$ cat config.mk
export PLATFORM = sky130hd
export DESIGN_NAME = dda_line_rasterizer_top
export DESIGN_NICKNAME = d
export VERILOG_FILES = /design/src/rtl/dlr_pkg.sv /design/src/rtl/dda_line_rasterizer_top.sv /design/src/rtl/dlr_front.sv /design/src/rtl/dlr_queue.sv /design/src/rtl/dlr_back.sv
export SDC_FILE = /design/constraint.sdc
export NUM_CORES = 1
export LEC_CHECK = 0
export BUFFER_PORTS_ARGS = -buffer_cell sky130_fd_sc_hd__buf_4
export CORE_MARGIN = 4
export CORE_UTILIZATION = 41
export CTS_CLUSTER_DIAMETER = 30
export DETAILED_ROUTE_END_ITERATION = 8
export SETUP_SLACK_MARGIN = 0.15
export SLEW_MARGIN = 20
export SYNTH_ARGS = -nofsm -noshare
export SYNTH_HDL_FRONTEND = slang
export SYNTH_SLANG_ARGS = --single-unit
$ cat constraint.sdc
create_clock -name clk -period 12 [get_ports clk]
set_input_delay 1.2 -clock clk [delete_from_list [all_inputs] [get_ports clk]]
set_output_delay 1.2 -clock clk [all_outputs]
set_load 0.02 [all_outputs]
$ cat src/rtl/dlr_pkg.sv
// ----------------------------------------------------------------------------
// dlr_pkg
// Types and constants of the DDA line rasterizer.
// ----------------------------------------------------------------------------
package dlr_pkg;

	// Defaults for the top-level parameters
	localparam int unsigned TILE_SIZE_DEF = 64;
	localparam int unsigned FRAC_BITS_DEF = 4;
	localparam int unsigned TILE_SIZE_MAX = 64;

	// Field widths
	localparam int unsigned COORD_W = 10;
	localparam int unsigned PIX_W   = 6;
	localparam int unsigned COLOR_W = 32;
	localparam int unsigned DEPTH_W = 16;

	// Slope is signed Q1.12, magnitude at most 1.0
	localparam int unsigned SLOPE_FRAC = 12;
	localparam int unsigned QUOT_W     = SLOPE_FRAC + 1;
	localparam int unsigned SLOPE_W    = QUOT_W + 1;
	localparam int unsigned DIV_STEPS  = QUOT_W;
	localparam int unsigned STEP_W     = $clog2(DIV_STEPS);

	// Minor accumulator and pixel counter
	localparam int unsigned ACC_W = COORD_W + SLOPE_FRAC + 2;
	localparam int unsigned CNT_W = $clog2(TILE_SIZE_MAX + 1);

	// Queue between front and back
	localparam int unsigned QUEUE_DEPTH = 2;

	// Input beat
	typedef struct packed {
		logic [COORD_W-1:0] start_x;
		logic [COORD_W-1:0] start_y;
		logic [COORD_W-1:0] end_x;
		logic [COORD_W-1:0] end_y;
		logic [COLOR_W-1:0] color;
	} seg_in_t;

	// Output beat
	typedef struct packed {
		logic [PIX_W-1:0]   pixel_x;
		logic [PIX_W-1:0]   pixel_y;
		logic [COLOR_W-1:0] pixel_color;
		logic [DEPTH_W-1:0] pixel_depth;
		logic               last;
	} pixel_t;

	// Classified segment handed from front to back
	typedef struct packed {
		logic               xmajor;
		logic               dmin_neg;
		logic [COORD_W-1:0] dmin_abs;
		logic [COORD_W-1:0] dmaj;
		logic [ACC_W-1:0]   acc0;
		logic [PIX_W-1:0]   first_pix;
		logic [CNT_W-1:0]   count;
		logic [COLOR_W-1:0] color;
	} seg_desc_t;

	// Queue status seen by both sides
	typedef struct packed {
		logic full;
		logic empty;
	} queue_stat_t;

endpackage

$ cat src/rtl/dda_line_rasterizer_top.sv
// ----------------------------------------------------------------------------
// dda_line_rasterizer_top
// DDA line rasterizer for one segment in a square tile.
// ----------------------------------------------------------------------------
// Usage:
//   A segment beat is taken at a clock edge with start high and busy low.
//   Endpoints are unsigned Q6.4, color is carried to every pixel.
//   depth_we writes depth_wdata into the layer depth register; write it
//   only while no segment is in flight.
//   Each pixel is shown for one cycle with pixel_valid high; the final pixel
//   of a segment has pixel.last set. The receiver cannot stall the block.
// Flow:
//   Setup is one queue pop plus the bit-serial slope divider, then the walker
//   emits one pixel per cycle, so a segment of N pixels (N up to TILE_SIZE)
//   holds the back end for its setup and its N pixels. The front end and a
//   two-entry queue keep taking segments meanwhile; busy rises only when
//   both are full.
// Reset:
//   arst_n clears the queue, the sequencer, the output strobe and the depth.
// ----------------------------------------------------------------------------
module dda_line_rasterizer_top #(
	parameter int unsigned TILE_SIZE = dlr_pkg::TILE_SIZE_DEF,
	parameter int unsigned FRAC_BITS = dlr_pkg::FRAC_BITS_DEF
) (
	input  logic                        clk,
	input  logic                        arst_n,
	input  logic                        start,
	output logic                        busy,
	input  dlr_pkg::seg_in_t            segment,
	input  logic                        depth_we,
	input  logic [dlr_pkg::DEPTH_W-1:0] depth_wdata,
	output logic                        pixel_valid,
	output dlr_pkg::pixel_t             pixel
);

	logic [dlr_pkg::DEPTH_W-1:0] layer_depth_q;
	dlr_pkg::queue_stat_t        q_stat;
	dlr_pkg::seg_desc_t          push_desc, pop_desc;
	logic                        push, pop;

	// Layer depth register
	always_ff @(posedge clk or negedge arst_n) begin
		if (!arst_n) begin
			layer_depth_q <= '0;
		end else if (depth_we) begin
			layer_depth_q <= depth_wdata;
		end
	end

	dlr_front #(
		.TILE_SIZE (TILE_SIZE),
		.FRAC_BITS (FRAC_BITS)
	) u_front (
		.clk     (clk),
		.arst_n  (arst_n),
		.start   (start),
		.busy    (busy),
		.segment (segment),
		.q_stat  (q_stat),
		.push    (push),
		.desc    (push_desc)
	);

	dlr_queue u_queue (
		.clk     (clk),
		.arst_n  (arst_n),
		.push    (push),
		.wr_desc (push_desc),
		.pop     (pop),
		.rd_desc (pop_desc),
		.q_stat  (q_stat)
	);

	dlr_back u_back (
		.clk         (clk),
		.arst_n      (arst_n),
		.q_stat      (q_stat),
		.rd_desc     (pop_desc),
		.pop         (pop),
		.layer_depth (layer_depth_q),
		.pixel_valid (pixel_valid),
		.pixel       (pixel)
	);

endmodule

$ cat src/rtl/dlr_front.sv
// ----------------------------------------------------------------------------
// dlr_front
// Accepts segments, picks the major axis, orders endpoints and sizes the walk.
// ----------------------------------------------------------------------------
module dlr_front #(
	parameter int unsigned TILE_SIZE = dlr_pkg::TILE_SIZE_DEF,
	parameter int unsigned FRAC_BITS = dlr_pkg::FRAC_BITS_DEF
) (
	input  logic                clk,
	input  logic                arst_n,
	input  logic                start,
	output logic                busy,
	input  dlr_pkg::seg_in_t    segment,
	input  dlr_pkg::queue_stat_t q_stat,
	output logic                push,
	output dlr_pkg::seg_desc_t  desc
);

	localparam int unsigned CW     = dlr_pkg::COORD_W;
	localparam int unsigned MIN_SH = dlr_pkg::SLOPE_FRAC - FRAC_BITS;

	dlr_pkg::seg_in_t seg_s1;
	logic             valid_s1;
	logic             accept;

	logic signed [CW:0] dx, dy, dmin;
	logic [CW-1:0]      adx, ady;
	logic               xmajor, swap;
	logic [CW-1:0]      maj_a, maj_b, min_a, min_b;
	logic [CW-1:0]      maj0, maj1, min0, min1;
	logic [CW-1:0]      first_c, last_c;
	logic [CW:0]        cnt_raw;

	// Stage holds one beat until the queue takes it
	assign push   = valid_s1 && !q_stat.full;
	assign busy   = valid_s1 && q_stat.full;
	assign accept = start && !busy;

	always_ff @(posedge clk or negedge arst_n) begin
		if (!arst_n) begin
			valid_s1 <= 1'b0;
		end else if (accept) begin
			valid_s1 <= 1'b1;
		end else if (push) begin
			valid_s1 <= 1'b0;
		end
	end

	always_ff @(posedge clk) begin
		if (accept) begin
			seg_s1 <= segment;
		end
	end

	// Axis choice and endpoint ordering
	always_comb begin
		dx  = $signed({1'b0, seg_s1.end_x}) - $signed({1'b0, seg_s1.start_x});
		dy  = $signed({1'b0, seg_s1.end_y}) - $signed({1'b0, seg_s1.start_y});
		adx = dx[CW] ? CW'(-dx) : dx[CW-1:0];
		ady = dy[CW] ? CW'(-dy) : dy[CW-1:0];
		xmajor = adx > ady;
		if (xmajor) begin
			maj_a = seg_s1.start_x;
			maj_b = seg_s1.end_x;
			min_a = seg_s1.start_y;
			min_b = seg_s1.end_y;
		end else begin
			maj_a = seg_s1.start_y;
			maj_b = seg_s1.end_y;
			min_a = seg_s1.start_x;
			min_b = seg_s1.end_x;
		end
		swap = maj_a > maj_b;
		maj0 = swap ? maj_b : maj_a;
		maj1 = swap ? maj_a : maj_b;
		min0 = swap ? min_b : min_a;
		min1 = swap ? min_a : min_b;
		dmin = $signed({1'b0, min1}) - $signed({1'b0, min0});
	end

	// Walk length: integer major span, clipped to the tile
	always_comb begin
		first_c = maj0 >> FRAC_BITS;
		last_c  = maj1 >> FRAC_BITS;
		cnt_raw = {1'b0, last_c} - {1'b0, first_c} + (CW+1)'(1);
	end

	always_comb begin
		desc.xmajor    = xmajor;
		desc.dmin_neg  = dmin[CW];
		desc.dmin_abs  = dmin[CW] ? CW'(-dmin) : dmin[CW-1:0];
		desc.dmaj      = maj1 - maj0;
		desc.acc0      = dlr_pkg::ACC_W'(min0) << MIN_SH;
		desc.first_pix = first_c[dlr_pkg::PIX_W-1:0];
		desc.count     = (cnt_raw > (CW+1)'(TILE_SIZE)) ? dlr_pkg::CNT_W'(TILE_SIZE)
			: cnt_raw[dlr_pkg::CNT_W-1:0];
		desc.color     = seg_s1.color;
	end

endmodule

$ cat src/rtl/dlr_queue.sv
// ----------------------------------------------------------------------------
// dlr_queue
// Short FIFO of classified segments between front and back.
// ----------------------------------------------------------------------------
module dlr_queue (
	input  logic                 clk,
	input  logic                 arst_n,
	input  logic                 push,
	input  dlr_pkg::seg_desc_t   wr_desc,
	input  logic                 pop,
	output dlr_pkg::seg_desc_t   rd_desc,
	output dlr_pkg::queue_stat_t q_stat
);

	localparam int unsigned DEPTH = dlr_pkg::QUEUE_DEPTH;
	localparam int unsigned PTR_W = (DEPTH > 1) ? $clog2(DEPTH) : 1;
	localparam int unsigned CNT_W = $clog2(DEPTH + 1);

	dlr_pkg::seg_desc_t entry_q [DEPTH];
	logic [PTR_W-1:0]   wr_ptr_q, rd_ptr_q;
	logic [CNT_W-1:0]   fill_q;

	assign q_stat.full  = fill_q == CNT_W'(DEPTH);
	assign q_stat.empty = fill_q == '0;
	assign rd_desc      = entry_q[rd_ptr_q];

	// Pointers and fill level
	always_ff @(posedge clk or negedge arst_n) begin
		if (!arst_n) begin
			wr_ptr_q <= '0;
			rd_ptr_q <= '0;
			fill_q   <= '0;
		end else begin
			if (push) begin
				wr_ptr_q <= (wr_ptr_q == PTR_W'(DEPTH - 1)) ? '0 : wr_ptr_q + PTR_W'(1);
			end
			if (pop) begin
				rd_ptr_q <= (rd_ptr_q == PTR_W'(DEPTH - 1)) ? '0 : rd_ptr_q + PTR_W'(1);
			end
			if (push && !pop) begin
				fill_q <= fill_q + CNT_W'(1);
			end else if (pop && !push) begin
				fill_q <= fill_q - CNT_W'(1);
			end
		end
	end

	// Storage
	always_ff @(posedge clk) begin
		if (push) begin
			entry_q[wr_ptr_q] <= wr_desc;
		end
	end

endmodule

$ cat src/rtl/dlr_back.sv
// ----------------------------------------------------------------------------
// dlr_back
// Slope divider and DDA walker: one pixel per cycle once the slope is known.
// ----------------------------------------------------------------------------
module dlr_back (
	input  logic                        clk,
	input  logic                        arst_n,
	input  dlr_pkg::queue_stat_t        q_stat,
	input  dlr_pkg::seg_desc_t          rd_desc,
	output logic                        pop,
	input  logic [dlr_pkg::DEPTH_W-1:0] layer_depth,
	output logic                        pixel_valid,
	output dlr_pkg::pixel_t             pixel
);

	localparam int unsigned CW    = dlr_pkg::COORD_W;
	localparam int unsigned ACC_W = dlr_pkg::ACC_W;
	localparam int unsigned PW    = dlr_pkg::PIX_W;
	localparam int unsigned QW    = dlr_pkg::QUOT_W;

	typedef enum logic [2:0] {
		ST_IDLE = 3'b001,
		ST_DIV  = 3'b010,
		ST_WALK = 3'b100
	} state_t;

	state_t                           state_q;
	dlr_pkg::seg_desc_t               desc_q;
	logic [CW:0]                      rem_q;
	logic [QW-1:0]                    quo_q;
	logic [dlr_pkg::STEP_W-1:0]       step_q;
	logic signed [dlr_pkg::SLOPE_W-1:0] slope_q;
	logic signed [ACC_W-1:0]          acc_q;
	logic [PW-1:0]                    maj_q;
	logic [dlr_pkg::CNT_W-1:0]        left_q;
	logic                             pixel_valid_q;
	dlr_pkg::pixel_t                  pixel_q;

	logic            ge;
	logic [CW:0]     rem_sub;
	logic [QW-1:0]   quo_fin;
	logic            div_done;
	logic            acc_neg;
	logic [ACC_W-1:0] acc_mag;
	logic [PW-1:0]   min_mag, min_pix;
	logic            last_pix;

	assign pop = (state_q == ST_IDLE) && !q_stat.empty;

	// One restoring-division step: |dmin| << 12 / dmaj
	always_comb begin
		ge       = rem_q >= {1'b0, desc_q.dmaj};
		rem_sub  = ge ? rem_q - {1'b0, desc_q.dmaj} : rem_q;
		quo_fin  = {quo_q[QW-2:0], ge};
		div_done = step_q == dlr_pkg::STEP_W'(dlr_pkg::DIV_STEPS - 1);
	end

	// Minor coordinate: accumulator truncated toward zero, wrapped to 6 bits
	always_comb begin
		acc_neg  = acc_q[ACC_W-1];
		acc_mag  = acc_neg ? ACC_W'(-acc_q) : ACC_W'(acc_q);
		min_mag  = acc_mag[dlr_pkg::SLOPE_FRAC +: PW];
		min_pix  = acc_neg ? PW'(-min_mag) : min_mag;
		last_pix = left_q == dlr_pkg::CNT_W'(1);
	end

	// Sequencer
	always_ff @(posedge clk or negedge arst_n) begin
		if (!arst_n) begin
			state_q       <= ST_IDLE;
			pixel_valid_q <= 1'b0;
		end else begin
			pixel_valid_q <= state_q == ST_WALK;
			unique case (state_q)
				ST_IDLE: begin
					if (pop) begin
						state_q <= ST_DIV;
					end
				end
				ST_DIV: begin
					if (div_done) begin
						state_q <= ST_WALK;
					end
				end
				ST_WALK: begin
					if (last_pix) begin
						state_q <= ST_IDLE;
					end
				end
				default: state_q <= ST_IDLE;
			endcase
		end
	end

	// Datapath
	always_ff @(posedge clk) begin
		unique case (state_q)
			ST_IDLE: begin
				if (pop) begin
					desc_q <= rd_desc;
					rem_q  <= {1'b0, rd_desc.dmin_abs};
					quo_q  <= '0;
					step_q <= '0;
					acc_q  <= $signed(rd_desc.acc0);
					maj_q  <= rd_desc.first_pix;
					left_q <= rd_desc.count;
				end
			end
			ST_DIV: begin
				rem_q  <= {rem_sub[CW-1:0], 1'b0};
				quo_q  <= quo_fin;
				step_q <= step_q + dlr_pkg::STEP_W'(1);
				if (div_done) begin
					if (desc_q.dmaj == '0) begin
						slope_q <= '0;
					end else if (desc_q.dmin_neg) begin
						slope_q <= -$signed({1'b0, quo_fin});
					end else begin
						slope_q <= $signed({1'b0, quo_fin});
					end
				end
			end
			ST_WALK: begin
				pixel_q.pixel_x     <= desc_q.xmajor ? maj_q : min_pix;
				pixel_q.pixel_y     <= desc_q.xmajor ? min_pix : maj_q;
				pixel_q.pixel_color <= desc_q.color;
				pixel_q.pixel_depth <= layer_depth;
				pixel_q.last        <= last_pix;
				acc_q  <= acc_q + ACC_W'(slope_q);
				maj_q  <= maj_q + PW'(1);
				left_q <= left_q - dlr_pkg::CNT_W'(1);
			end
			default: ;
		endcase
	end

	assign pixel_valid = pixel_valid_q;
	assign pixel       = pixel_q;

endmodule

==> flow_summary_export.csv <==
group,metric,value,unit
yosys,synth_ff_type,"edfxtp_1",
drt,drc,0,
floorplanning,die_w,234,um
drt,routedWlPerCell,17.8,um
global_routing,grt_max_degree,92,
clock_network,cts_root_buffer,"clkbuf_16",
drt,vias,13200,
final_layout,nFillCells,4317,
critical_path,r2r_cells,42,
status,status,"finished, final reports clean",
clock_network,clk_path_buf_depth,3,
sta,rsz0062_at_grt,"false",
drt,drt-initial-drc-count,764,
critical_path,worstReg2RegStart,"u_front.seg_s1[32]$_DFFE_PP_",
sta,setup_tns,0,ns
final_layout,utilization,52.0,%
drt,top_layer,"met4",
hold_path,hold_depth,0,
critical_path,cp_slowest_cell,"a21oi_1",
critical_path,reg2reg_setup_slack,1.84,ns
global_routing,grt_use_total,16.8,%
yosys,avgSynthCellArea,13.0,um^2
critical_path,rr_endpoint,"u_queue.entry_q[1][69]$_DFFE_PP_",
clock_network,cts_resized,0,
final_layout,diodes,0,
clock_network,hold_buffers,0,
clock_network,htreeDepth,3,
clock_network,cts_tree,"built",
placed_design,hpwl,31600,um
floorplanning,dieArea,0.0550,mm^2
critical_path,startpoint_type,"flop",
yosys,yosysWarnings,0,
global_routing,antenna_found_initial,0,
sta,finalCritPeriodShare,84.7,%
hold_path,hold_path.class,"flop to flop",
global_routing,grt_pass1_vias,13500,
sta,clock_skew,0.0207,ns
floorplanning,start_util,41.7,%
floorplanning,row_count,82,
clock_network,clock_latency,0.61,ns
final_layout,drive_above_1_share,23.3,%
clock_network,numCtsBuffers,92,
final_layout,area_growth,24.9,%
placed_design,io_buffers,154,
yosys,ys_ff_latch,434,
hold_path,holdPathEnd,"u_back.pixel[37]$_DFFE_PP_",
yosys,synth_most_common_cell,"edfxtp_1",
global_routing,grt_pass1_wl,72500,um
yosys,synth_top_area_share,58.4,%
drt,wl_met2,21900,um
critical_path,endpoint_kind,"flop",
placed_design,place_congestion,0.838,
sta,relSlewSlack,35.4,%
yosys,ys_seq_area_share,61.4,%
yosys,yosysUniqueCellTypes,83,
drt,wl_met1,20800,um
yosys,synth_edf_count,409,
drt,met3_length,2010,um
yosys,syn_area,0.0210,mm^2
critical_path,max_stage_delay,0.64,ns
sta,max_freq,98.4,MHz
yosys,ys_top_cells_by_area,"edfxtp_1, ha_1, mux2_2",
yosys,synth_largest_area_cell,"edfxtp_1",
hold_path,holdCritStartpoint,"u_back.desc_q[20]$_DFFE_PP_",
floorplanning,dieHeight,234,um
sta,drv_slew,0,
critical_path,cp_max_fo,46,
job,cap_violations,0,
floorplanning,io_pins,155,
sta,tightest_slew,0.968,ns
floorplanning,core_area,0.0505,mm^2
final_layout,fin_nets,2031,
drt,dr.pass1.iters,5,
drt,detail-route-antenna-nets,0,
sta,finalSetupViolCount,0,
yosys,syn_inst,1619,
drt,viasPerCell,5.11,
sta,min_period,10.16,ns
drt,routed_wl,46000,um
global_routing,grt_overflow,0,
critical_path,crit_required,12.34,ns
critical_path,crit_type,"flop to flop",
yosys,synth.top_cells.by_count,"edfxtp_1, nand2_1, nor2_1",
critical_path,crit_arrival,10.50,ns
clock_network,post_cts_buffers,0,
sta,hold_viol,0,
clock_network,clk_transition_reported_paths,0.05,ns
yosys,postSynth.asyncResetShare,5.76,%
yosys,synthesis.nets,1813,
clock_network,cts_sinks,434,
critical_path,cp_common_cell,"o21ai_0",
kinds of logic after synthesis:
logic type	after synthesis	share of synthesized area (%)
DFF	434	61.4
muxes	129	6.60
AOI/OAI and AO/OA	298	9.33
adders and majority gates	102	6.25
and+or+nand+nor	412	9.54
xor gates and xnor gates	104	4.33
buffers and inverters	140	2.56
per-stage QoR:
stage | cells | instance area [um^2] | worst slack [ns] | hold slack, ns
2_1_floorplan | 1619 | 21000 | 2.60 | 0.400
3_3_place_gp | 2415 | 23000 | 2.01 | 0.401
3_5_place_dp | 2415 | 23000 | 1.88 | 0.405
4_1_cts | 2585 | 26300 | 1.83 | 0.415
5_1_grt | 2585 | 26300 | 0.866 | 0.422
6_report | 2585 | 26300 | 1.84 | 0.415
layout make-up:
| type | instances | area, um^2 | area share (%) |
|---|---|---|---|
| Clock inverter | 68 | 843 | 3.21 |
| Tap cell | 672 | 841 | 3.20 |
| Timing Repair Buffer | 169 | 1270 | 4.85 |
| Sequential cell | 434 | 12900 | 49.2 |
| Inverter | 95 | 360 | 1.37 |
| Multi-Input combinational cell | 1045 | 7620 | 29.0 |
| Clock buffer | 102 | 2410 | 9.19 |
critical path, delay by kind of cell, from the launching register on:
kind	cells	cell delay (ns)
AO/OA/AOI/OAI	19	4.38
AND/OR/NAND/NOR	12	2.25
adder cells (fa/ha/maj)	6	1.65
buffers and inverters	3	0.80
XOR/XNOR	2	0.39
flip-flops	1	0.37
flip-flops by register name (all words and copies together) (netlist names), 4 cells and up:
register,cells
u_back.pixel,61
u_back.desc_q,44
layer_depth_q,16
u_queue.entry_q,154
u_back.slope_q,14
u_front.desc,32
u_back.quo_q,12
u_back.left_q,7
u_back.maj_q,6
u_back.rem_q,11
u_back.step_q,4
u_front.seg_s1,40
u_back.acc_q,24
worst max-delay path by stage:
stage,endpoint,startpoint,depth (start not counted),slack [ns]
global placement,u_queue.entry_q[0][69]$_DFFE_PP_,u_front.seg_s1[32]$_DFFE_PP_,42,2.01
floorplan,u_queue.entry_q[0][69]$_DFFE_PP_,u_front.seg_s1[34]$_DFFE_PP_,45,2.60
detailed placement,u_queue.entry_q[1][69]$_DFFE_PP_,u_front.seg_s1[32]$_DFFE_PP_,42,1.88
CTS,u_queue.entry_q[0][69]$_DFFE_PP_,u_front.seg_s1[32]$_DFFE_PP_,42,1.83
global route,u_queue.entry_q[1][69]$_DFFE_PP_,u_front.seg_s1[32]$_DFFE_PP_,42,0.87
finish,u_queue.entry_q[1][69]$_DFFE_PP_,u_front.seg_s1[32]$_DFFE_PP_,42,1.84
layer usage:
metal	track usage, %	vias up
met5	0	-
met4	5.91	0
met3	3.42	92
met2	27.3	281
li1	-	6475
met1	22.5	6358
cells in the final DEF, fill, tap and decap left out, types with 8 or more instances in the layout:
master / netlist / final
a21o_1: 21 / 21
mux2_2: 74 / 74
a211oi_1: 14 / 14
and2_1: 27 / 26
a21oi_1: 84 / 84
nand4_1: 10 / 10
edfxtp_1: 409 / 409
o31ai_1: 11 / 11
o21ai_0: 80 / 80
a21boi_0: 12 / 12
clkbuf_16: 0 / 95
bufinv_16: 0 / 14
nor2b_1: 21 / 21
a31oi_1: 8 / 8
clkinvlp_4: 0 / 11
nand3_1: 23 / 23
nor2_1: 115 / 113
inv_6: 0 / 17
buf_4: 1 / 168
nor4_1: 9 / 8
or3_1: 16 / 16
xor2_1: 42 / 42
dfrtp_1: 24 / 23
ha_1: 97 / 97
nor3_1: 20 / 19
clkinv_2: 0 / 12
mux2i_1: 54 / 54
xnor2_1: 62 / 62
nand2_1: 117 / 117
inv_1: 94 / 92
and3_1: 10 / 9
nand2b_1: 16 / 16
Power is left out: the tool's default activity adds up to more than one toggle a clock period on the data nets, which glitch-free logic cannot reach.
